File: src/rtl/csjc_pkg.sv
package csjc_pkg;

	localparam int STEPS = 17;
	localparam int RES_W = 17;
	localparam int DIST_W = 40;
	localparam int KEPT_W = 18;
	// Each step grows a value by at most a factor of 1.5, about 0.585 bits.
	localparam int VAL_W = RES_W + (STEPS * 585 + 999) / 1000 + 1;
	localparam int CNT_W = $clog2(STEPS + 1);
	localparam logic [DIST_W-1:0] MAXD_RESET = DIST_W'(21845);

	typedef struct packed {
		logic is_tbl;
		logic [VAL_W-1:0] val;
		logic [CNT_W-1:0] odd_cnt;
		logic [RES_W-1:0] cand_m;
		logic hit;
	} pay_t;

	typedef struct packed {
		logic valid;
		pay_t pay;
	} tok_t;

endpackage

File: src/rtl/csjc_cell.sv
module csjc_cell (
	input logic clk,
	input logic arst_n,
	input csjc_pkg::tok_t din,
	output csjc_pkg::tok_t dout
);

	logic [csjc_pkg::VAL_W-1:0] half;
	logic [csjc_pkg::VAL_W-1:0] nval;
	logic [csjc_pkg::CNT_W-1:0] ncnt;
	logic match;
	logic vld_q;
	csjc_pkg::pay_t pay_q;
	logic [csjc_pkg::VAL_W-1:0] tv_q;
	logic [csjc_pkg::CNT_W-1:0] to_q;

	always_comb begin
		half = din.pay.val >> 1;
		if (din.pay.val[0]) begin
			nval = half + (half << 1) + csjc_pkg::VAL_W'(2);
			ncnt = din.pay.odd_cnt + csjc_pkg::CNT_W'(1);
		end else begin
			nval = half;
			ncnt = din.pay.odd_cnt;
			// A candidate whose halving lands on one is sent to zero instead.
			if (!din.pay.is_tbl && half == csjc_pkg::VAL_W'(1)) begin
				nval = '0;
			end
		end
		match = (nval == tv_q) && (ncnt == to_q);
	end

	always_ff @(posedge clk or negedge arst_n) begin
		if (!arst_n) begin
			vld_q <= 1'b0;
		end else begin
			vld_q <= din.valid;
		end
	end

	always_ff @(posedge clk) begin
		if (din.valid) begin
			pay_q.is_tbl <= din.pay.is_tbl;
			pay_q.val <= nval;
			pay_q.odd_cnt <= ncnt;
			pay_q.cand_m <= din.pay.cand_m;
			pay_q.hit <= din.pay.hit | (!din.pay.is_tbl & match);
			if (din.pay.is_tbl) begin
				tv_q <= nval;
				to_q <= ncnt;
			end
		end
	end

	assign dout.valid = vld_q;
	assign dout.pay = pay_q;

endmodule

File: src/rtl/collatz_sieve_join_check.sv
// Collatz sieve join check. Each residue first sends its own trajectory down a row of
// seventeen step cells, where each cell keeps its step of the table, and then issues the
// candidates residue-1, residue-2, ... into the same row at one candidate per cycle. The
// result is offered after the drain that follows the last candidate, and the next residue
// is taken only once the result has been accepted. The number of candidates issued is
// min(max_distance, residue - 2) when no candidate joins; when one does, it is the joining
// distance plus eighteen, or that limit if smaller, since the issue stops once the first
// join is seen at the end of the row. Residues 0, 1 and 2, and a max_distance of 0, issue
// no candidate. One item is worked on at a time; cfg_ready is always high and max_distance
// should be written only while no item is in progress.
module collatz_sieve_join_check (
	input logic clk,
	input logic arst_n,
	input logic cfg_valid,
	output logic cfg_ready,
	input logic [csjc_pkg::DIST_W-1:0] max_distance,
	input logic in_valid,
	output logic in_ready,
	input logic [csjc_pkg::RES_W-1:0] residue,
	output logic out_valid,
	input logic out_ready,
	output logic needs_testing,
	output logic [csjc_pkg::DIST_W-1:0] join_distance,
	output logic [csjc_pkg::KEPT_W-1:0] kept_total,
	output logic [csjc_pkg::DIST_W-1:0] largest_join
);

	localparam int DRAIN_LEN = csjc_pkg::STEPS + 2;
	localparam int DCNT_W = $clog2(DRAIN_LEN);

	typedef enum logic [3:0] {
		ST_IDLE = 4'b0001,
		ST_RUN = 4'b0010,
		ST_DRAIN = 4'b0100,
		ST_OUT = 4'b1000
	} state_t;

	state_t state_q;
	logic [csjc_pkg::DIST_W-1:0] maxd_q;
	logic [csjc_pkg::RES_W-1:0] b0_q;
	logic [csjc_pkg::RES_W-1:0] limit_q;
	logic [csjc_pkg::RES_W-1:0] m_q;
	logic found_q;
	logic [csjc_pkg::RES_W-1:0] fdist_q;
	logic [DCNT_W-1:0] dcnt_q;
	logic issue_vld_q;
	csjc_pkg::pay_t issue_pay_q;
	logic needs_q;
	logic [csjc_pkg::DIST_W-1:0] jdist_q;
	logic [csjc_pkg::KEPT_W-1:0] kept_q;
	logic [csjc_pkg::DIST_W-1:0] maxj_q;

	csjc_pkg::tok_t chain [0:csjc_pkg::STEPS];
	csjc_pkg::tok_t tail;
	logic accept_in;
	logic cand_go;
	logic hit_now;
	logic found_fin;
	logic [csjc_pkg::RES_W-1:0] dist_fin;
	logic [csjc_pkg::RES_W-1:0] b0m2;
	logic [csjc_pkg::RES_W-1:0] limit_new;

	assign chain[0].valid = issue_vld_q;
	assign chain[0].pay = issue_pay_q;

	genvar k;
	generate
		for (k = 1; k <= csjc_pkg::STEPS; k++) begin : g_cell
			csjc_cell u_cell (
				.clk(clk),
				.arst_n(arst_n),
				.din(chain[k-1]),
				.dout(chain[k])
			);
		end
	endgenerate

	assign tail = chain[csjc_pkg::STEPS];

	assign cfg_ready = 1'b1;
	assign in_ready = (state_q == ST_IDLE);
	assign accept_in = in_valid && in_ready;
	assign cand_go = (state_q == ST_RUN) && !found_q && (m_q <= limit_q);
	assign hit_now = tail.valid && !tail.pay.is_tbl && tail.pay.hit && !found_q
		&& (state_q == ST_RUN || state_q == ST_DRAIN);
	assign found_fin = found_q || hit_now;
	assign dist_fin = found_q ? fdist_q : tail.pay.cand_m;

	always_comb begin
		b0m2 = (residue >= csjc_pkg::RES_W'(3)) ? residue - csjc_pkg::RES_W'(2) : '0;
		if (maxd_q < csjc_pkg::DIST_W'(b0m2)) begin
			limit_new = maxd_q[csjc_pkg::RES_W-1:0];
		end else begin
			limit_new = b0m2;
		end
	end

	always_ff @(posedge clk or negedge arst_n) begin
		if (!arst_n) begin
			state_q <= ST_IDLE;
			maxd_q <= csjc_pkg::MAXD_RESET;
			found_q <= 1'b0;
			dcnt_q <= '0;
			issue_vld_q <= 1'b0;
			kept_q <= '0;
			maxj_q <= '0;
		end else begin
			if (cfg_valid && cfg_ready) begin
				maxd_q <= max_distance;
			end
			issue_vld_q <= accept_in || cand_go;
			if (hit_now) begin
				found_q <= 1'b1;
			end
			case (state_q)
				ST_IDLE: begin
					if (accept_in) begin
						found_q <= 1'b0;
						state_q <= ST_RUN;
					end
				end
				ST_RUN: begin
					if (!cand_go) begin
						dcnt_q <= '0;
						state_q <= ST_DRAIN;
					end
				end
				ST_DRAIN: begin
					if (dcnt_q == DCNT_W'(DRAIN_LEN - 1)) begin
						if (!found_fin) begin
							kept_q <= kept_q + csjc_pkg::KEPT_W'(1);
						end else if (csjc_pkg::DIST_W'(dist_fin) > maxj_q) begin
							maxj_q <= csjc_pkg::DIST_W'(dist_fin);
						end
						state_q <= ST_OUT;
					end else begin
						dcnt_q <= dcnt_q + DCNT_W'(1);
					end
				end
				ST_OUT: begin
					if (out_ready) begin
						state_q <= ST_IDLE;
					end
				end
				default: begin
					state_q <= ST_IDLE;
				end
			endcase
		end
	end

	always_ff @(posedge clk) begin
		if (accept_in) begin
			b0_q <= residue;
			limit_q <= limit_new;
			m_q <= csjc_pkg::RES_W'(1);
			issue_pay_q.is_tbl <= 1'b1;
			issue_pay_q.val <= csjc_pkg::VAL_W'(residue);
			issue_pay_q.odd_cnt <= '0;
			issue_pay_q.cand_m <= '0;
			issue_pay_q.hit <= 1'b0;
		end else if (cand_go) begin
			m_q <= m_q + csjc_pkg::RES_W'(1);
			issue_pay_q.is_tbl <= 1'b0;
			issue_pay_q.val <= csjc_pkg::VAL_W'(b0_q - m_q);
			issue_pay_q.odd_cnt <= '0;
			issue_pay_q.cand_m <= m_q;
			issue_pay_q.hit <= 1'b0;
		end
		if (hit_now) begin
			fdist_q <= tail.pay.cand_m;
		end
		if (state_q == ST_DRAIN && dcnt_q == DCNT_W'(DRAIN_LEN - 1)) begin
			needs_q <= !found_fin;
			jdist_q <= found_fin ? csjc_pkg::DIST_W'(dist_fin) : '0;
		end
	end

	assign out_valid = (state_q == ST_OUT);
	assign needs_testing = needs_q;
	assign join_distance = jdist_q;
	assign kept_total = kept_q;
	assign largest_join = maxj_q;

endmodule

File: config.mk
export PLATFORM = sky130hd
export DESIGN_NAME = collatz_sieve_join_check
export DESIGN_NICKNAME = d
export VERILOG_FILES = /design/src/rtl/csjc_pkg.sv /design/src/rtl/csjc_cell.sv /design/src/rtl/collatz_sieve_join_check.sv
export SDC_FILE = /design/constraint.sdc
export NUM_CORES = 2
export LEC_CHECK = 0
export BUFFER_PORTS_ARGS = -buffer_cell sky130_fd_sc_hd__buf_2
export CORE_MARGIN = 2
export CORE_UTILIZATION = 70
export DETAILED_ROUTE_END_ITERATION = 6
export GPL_TIMING_DRIVEN = 0
export PLACE_DENSITY = 0.85
export SETUP_SLACK_MARGIN = 0.05
export SYNTH_ARGS = -nofsm -noshare
export SYNTH_HDL_FRONTEND = slang
export SYNTH_SLANG_ARGS = --single-unit
File: constraint.sdc
create_clock -name clk -period 9.3 [get_ports clk]
set_input_delay 1.86 -clock clk [delete_from_list [all_inputs] [get_ports clk]]
set_output_delay 1.86 -clock clk [all_outputs]
set_load 0.02 [all_outputs]
Word level (Yosys, flattened, before mapping). Cells that the tools add are included.

Flip-flop bits (word level): 1660. Input port bits: 62. Output and inout port bits: 102.

Add/subtract/negate cells: 55. Magnitude comparators: 4. Equality and inequality tests: 61. Muxes and demuxes: 67. Bitwise gates (word level): 34. Reduce and logical (&&, ||, !) cells: 88.

Operators by type and width (number): $add 27x28->28 (17); $add 28x2->28 const B (17); $eq 28x28->1 (17); $mux 28 (17); $eq 27x1->1 const B (17); $mux 27 (17); $mux 5 (18); $add 5x1->5 const B (17); $eq 5x5->1 (17); $mux 40 (2); $mux 17 (3); $logic_and 1x1->1 (42); $lt 40x17->1 (1); $reduce_and 2->1 (17); $logic_not 1->1 (20); $add 18x1->18 const B (1); $sub 17x17->18 (1); $add 17x1->17 const B (1); $and 1x1->1 (17); $ge 17x2->1 const B (1); $gt 17x17->1 (1); $le 17x17->1 (1); $sub 17x2->17 const B (1); $mux 4 (4); other kinds (16) (42).

Logic depth before layout (Yosys ltp).
Depth in word-level cells: 8. Gate-level depth with buffers: 21. Gate-level depth less buffers: 20.

Modules after synthesis. Synthesis repeated with hierarchy kept, for this count alone.

Cell total of the unflattened synthesis: 11966. Area total of the unflattened synthesis: 120157.7 um^2.

Modules (own cells, without submodules): csjc_cell (g_cell[1].u_cell ...) (times used 9, cells an instance 657, area an instance 6463.7 um^2, sequential area each 2577.5 um^2); csjc_cell (g_cell[14].u_cell ...) (times used 4, cells an instance 638, area an instance 6523.8 um^2, sequential area each 2577.5 um^2); csjc_cell (g_cell[10].u_cell ...) (times used 4, cells an instance 619, area an instance 6236.0 um^2, sequential area each 2577.5 um^2); collatz_sieve_join_check (times used 1, cells an instance 1025, area an instance 10945.5 um^2, sequential area each 5466.5 um^2).

Worst setup path after synthesis. OpenSTA, ideal clock, no wires.

Path type: in2reg. Start point: input residue[6] in the netlist's numbering. End point: register limit_q[10] in the netlist's numbering, data pin. Library setup time: 0.278 ns. Data arrival time: 5.568 ns. Data required time: 9.022 ns. Setup slack: 3.454 ns. Stages: 19. Buffers on the path: 1. Cells stage by stage: nor4_1 nand2_1 nor3_1 xnor2_1 or2_2 ha_1 a21o_1 a21o_1 a21oi_1 nor2b_1 o21ai_0 nand2b_1 a21oi_1 nor2b_1 o21ai_0 nand4_1 a21oi_1 clkbuf_1 mux2i_1.

Longest elaborated chain between the ends: 4. Elaborated cells between the ends (all ways): 5. Classes of those cells: 1 x add/sub; 2 x order compare; 2 x mux.

Ends and longest elaborated chain: from (decl) (line collatz_sieve_join_check.sv:19) `input logic [csjc_pkg::RES_W-1:0] residue,`; $sub 17x2->17 or $ge 17x2->1 (tied branches) (line collatz_sieve_join_check.sv:90) `b0m2 = (residue >= csjc_pkg::RES_W'(3)) ? residue - csjc_pkg::RES_W'(2) : '0;`; $mux 17 (*) (line collatz_sieve_join_check.sv:90); $lt 40x17->1 (line collatz_sieve_join_check.sv:91) `if (maxd_q < csjc_pkg::DIST_W'(b0m2)) begin`; $mux 17 (*) (line collatz_sieve_join_check.sv:91); net limit_new (one bit) (line collatz_sieve_join_check.sv:61) `logic [csjc_pkg::RES_W-1:0] limit_new;`; to (signal assigned) (line collatz_sieve_join_check.sv:155) `limit_q <= limit_new;`; to (decl) (line collatz_sieve_join_check.sv:41) `logic [csjc_pkg::RES_W-1:0] limit_q;`.

The timed path passes the listed nets; every way through them passes the cells marked *. A chain may end at the register's enable or synchronous reset.

Final worst setup path.
Start point: input residue[5] in the netlist's numbering. End point: register limit_q[9] in the netlist's numbering, data pin.

The elaborated chain is that of the path after synthesis.

==> impl_summary.md <==
STA
The actual transition at the worst max-transition pin is 1.22 ns. The share of the cycle needed by the critical path after routing is 67.8%. Setup repair after global routing left no endpoint under its margin. Timing would allow up to 159 MHz. Once routing completed, OpenROAD measured the worst setup slack at 3.00 ns. The sum of negative setup slack is 0 ns. Setup violations remaining at the end of the flow were counted as 0. The count of final hold-check violations is 0. The post-layout minimum cycle time is 6.30 ns. The count of pins over their slew limit is 0. Across the routed clock network, the largest skew measured is 0.0784 ns.

Measured against its own limit, the worst slew margin works out to 16.3%.

Place
Once placement finished, the instance area stood at 112000 um2. The placed cell count is 12600. The setup slack after placement is 2.27 ns. The number of I/O port buffers is 115. Detailed placement ended at an HPWL of 230 mm. The final RePlAce weighted congestion is 1.01.

Worst setup path
The category of the critical setup timing path is input pin to flip-flop. Among the stages of the critical path, the cell type that occurs most often is sky130_fd_sc_hd__a21oi_1. The worst setup path is launched from an input pin. Data arrives at the worst endpoint at 6.99 ns. The peak per-stage delay on the critical path is 0.84 ns. The worst setup path is captured at a flip-flop. The signal on the critical path passes through buf_2 > nor4_1 > nand4_1 > nor2_1 > clkbuf_1 > or2_2 > ha_1 > a21o_1 > a21oi_1 > nor2b_1 > o21ai_0 > nand2b_1 > a21oi_1 > nor2b_1 > o21ai_0 > nand4_1 > a21oi_1 > clkbuf_1 > mux2i_1. The top fanout value on the critical path is 10. The slowest stage of the critical path belongs to the cell sky130_fd_sc_hd__a21oi_1. For the worst setup path, the data required time is 9.99 ns.

Die
The floorplan core area is 154000 um2. The area enclosed by the die boundary is 158000 um2. In this run the horizontal extent of the chip is 397 um. For this configuration, the core starts out at a cell density of 70.4%. The die boundary height is 397 um.

The site row count is 144. The I/O pin total is 164.

Clocking
The cts-stage hold buffer count is 0. The clock latency at the later pin of the worst-skew pair is 0.87 ns. The H-tree generated during clock tree synthesis spans 4 levels.

In this run the post-CTS setup repair buffer count came out at 0. TritonCTS created 165 clock buffers. TritonCTS built the clock tree. The clock tree root buffer cell is sky130_fd_sc_hd__clkbuf_16. No sink is reached through more buffers than the 3 on the longest clock path. Clock tree synthesis found a total of 1617 sinks. The post-CTS resize count is 0. Clock-pin slew was measured on the worst setup and hold paths at 0.07 ns.

Cells and area
Compared with the post-synthesis result, the final layout area differs by 8.65%. The count of nets after finishing is 11900. The final standard cell area without fillers is 118000 um2.

Excluding fillers, the count of instances in the completed layout stands at 12900. The fill cell instance count of the final layout is 10100. The post-route netlist has 6.13% of its cells at a drive strength greater than 1. Across the whole layout, storage elements account for 47700 um2. The area used by multi-input combinational logic is 56200 um2.

Global routing
The number of antenna violations at the first check in global routing came to 2. The largest net degree at the start of global routing is 66. Across every metal layer, demand over resource in global routing totals 38.5%. The global-route wire length before repair is 477 mm. The via count of the first global-routing pass was 84000. The total congestion overflow after global routing is 0.

Routing
Dividing the detail-routed via count by the number of cells gives 6.74. The pre-antenna-repair detailed-routing pass consisted of 7 iterations. The detail route stage leaves a number of antenna-violating nets equal to 0.

The final routed DRC violation total is 13. After the first detailed-routing iteration, the DRC count stood at 10800. Summing over every cut layer, the via total after detailed routing is 86800. The overall routed net length is 311 mm. The per-cell routed wire length is 24.1 um.

Logic synthesis
In this run the cell area of the synthesized design comes to 108000 um2. The top-area cell type share of the netlist area is 41.0%. Synthesis inferred 1617 register bits. For this run, the number of Yosys warnings is 0. The instance count of the mapped netlist is 10400.

Of all flip-flops after synthesis, the portion carrying an async set or reset was 6.37%. The count of flip-flops with a built-in enable after synthesis is 1478. The sequential element share of the synthesized area is 44.1%. The number of library cell types mapped by synthesis is 113. The average size of a mapped cell is 10.4 um2. In the synthesized netlist the dominant register cell turns out to be sky130_fd_sc_hd__edfxtp_1. By area the synthesized netlist is led by sky130_fd_sc_hd__edfxtp_1 (41%), sky130_fd_sc_hd__ha_1 (13%), sky130_fd_sc_hd__xnor2_1 (5.0%). Summed over all instances, the cell type with the most area after synthesis is sky130_fd_sc_hd__edfxtp_1.

Hold path
The kind of path behind the tightest hold check is flip-flop to flip-flop.

Status
The flow ran to the end, but the final reports show violations. The checks that failed: DRC.

Run
Across the run, the number of max-cap violations was 0.
-- per-stage QoR --
| stage | hold slack [ns] | util, % |
|---|---|---|
| floorplan | 0.400 | - |
| global placement | 0.400 | 72.5 |
| detailed placement | 0.405 | 72.8 |
| CTS | 0.391 | 76.5 |
| global route | 0.411 | 76.5 |
| finish | 0.404 | 76.5 |
-- layout by cell type, fill, tap and decap left out, types with 66 or more instances in the layout --
master                      synthesis  routed
sky130_fd_sc_hd__edfxtp_1        1478    1478
sky130_fd_sc_hd__ha_1            1153    1153
sky130_fd_sc_hd__nand2_1          795     795
sky130_fd_sc_hd__inv_1            726     726
sky130_fd_sc_hd__xnor2_1          623     623
sky130_fd_sc_hd__nor2_1           620     618
sky130_fd_sc_hd__o21ai_0          570     570
sky130_fd_sc_hd__a21oi_1          545     545
sky130_fd_sc_hd__xor2_1           407     407
sky130_fd_sc_hd__clkbuf_1         301     319
sky130_fd_sc_hd__nand3_1          257     257
sky130_fd_sc_hd__a21o_1           229     229
sky130_fd_sc_hd__mux2i_1          170     170
sky130_fd_sc_hd__clkbuf_16          0     166
sky130_fd_sc_hd__nand4_1          162     162
sky130_fd_sc_hd__nor3_1           156     156
sky130_fd_sc_hd__o31ai_1          129     129
sky130_fd_sc_hd__a31oi_1          125     125
sky130_fd_sc_hd__buf_2             11     125
sky130_fd_sc_hd__a211oi_1         113     113
sky130_fd_sc_hd__nor4_1            90      90
sky130_fd_sc_hd__nand2b_1          80      80
sky130_fd_sc_hd__dfrtp_1           94      78
sky130_fd_sc_hd__mux2_2            73      73
sky130_fd_sc_hd__o21a_1            69      69
sky130_fd_sc_hd__nor2b_1           66      66
-- per-layer routing --
| metal | vias to the layer above | GRT usage, % | wire, um |
|---|---|---|---|
| li1 | 39000 | - | - |
| met2 | 5130 | 62.9 | 146000 |
| met3 | 1097 | 5.80 | 28300 |
| met1 | 41600 | 50.3 | 120000 |
| met4 | 2 | 19.0 | 16800 |
| met5 | - | 0 | 13 |
-- critical path: cells and delay by family --
kind            cells  cell delay [ns]
compound gates      6             1.70
buf+inv             3             1.11
mux                 1             0.34
simple gates        8             1.73
fa+ha+maj           1             0.24
-- synth_stat cells, drive strengths merged, types with 28 or more instances --
cell and count:
nor2b 66, ha 1153, inv 726, o211ai 64, a22oi 32, nor2 620, o41ai 28, o22ai 63
or2 34, nor4 97, xnor2 623, a221oi 29, nand3b 36, a31oi 125, or4 47, o32ai 35
xor2 408, or3 39, clkbuf 301, o21bai 49, nor3b 29, a21oi 547, o2111ai 42, dfrtp 94
and3 62, edfxtp 1478, dfxtp 36, buf 116, a2111oi 48, nand3 257, o31ai 131, a21o 229
nor3 156, o21ai 579, nand4b 28, nand2 796, a211oi 114, nor4b 43, mux2i 170, o21a 69
nand4 162, mux2 73, a22o 34, and2 69, nand2b 80
-- state kept, by name (all words and copies together) (netlist names) --
| register | count |
|---|---|
| fdist_q | 17 |
| maxd_q | 40 |
| found_q | 1 |
| g_cell.u_cell.tv_q | 476 |
| g_cell.u_cell.dout | 841 |
| g_cell.u_cell.vld_q | 17 |
| m_q | 17 |
| dcnt_q | 5 |
| join_distance | 17 |
| issue_vld_q | 1 |
| needs_testing | 1 |
| limit_q | 17 |
| largest_join | 17 |
| g_cell.u_cell.to_q | 75 |
| state_q | 4 |
| b0_q | 17 |
| kept_total | 18 |
| chain | 36 |
-- worst paths after layout --
path	startpoint	to	slack, ns	cells after the start
max in group asynchronous	arst_n	maxd_q[8]	7.44	2
worst min-delay path	g_cell[2].u_cell.dout[17]	g_cell[3].u_cell.dout[17]	0.40	0
worst max-delay path	residue[5]	limit_q[9]	3.00	19
worst max register to register	found_q	largest_join[13]	3.52	19
min in group asynchronous	arst_n	kept_total[4]	1.04	1
worst min register to register	g_cell[2].u_cell.dout[17]	g_cell[3].u_cell.dout[17]	0.40	0
-- cell families after synthesis --
group / count (synthesis) / synth area share (%)
and+or+nand+nor: 2666 / 12.2
AOI/OAI and AO/OA: 2472 / 15.0
DFF: 1617 / 44.1
adders and majority gates: 1171 / 13.7
buffers and inverters: 1147 / 4.18
xor gates and xnor gates: 1037 / 8.48
muxes: 243 / 2.33
other: 2 / 0.00694
-- cell type report --
type,instances,area share (%)
antenna,3,0.00639
buffer,417,1.52
clock buffer,194,3.70
clock inverter,112,1.07
inverter,730,2.33
multi-input combinational,7636,47.8
sequential,1617,40.6
tap,2044,2.18
timing repair buffer,134,0.818
Power is not shown: default switching activity piles up to over one toggle a cycle in this logic, so the estimate is an artifact.
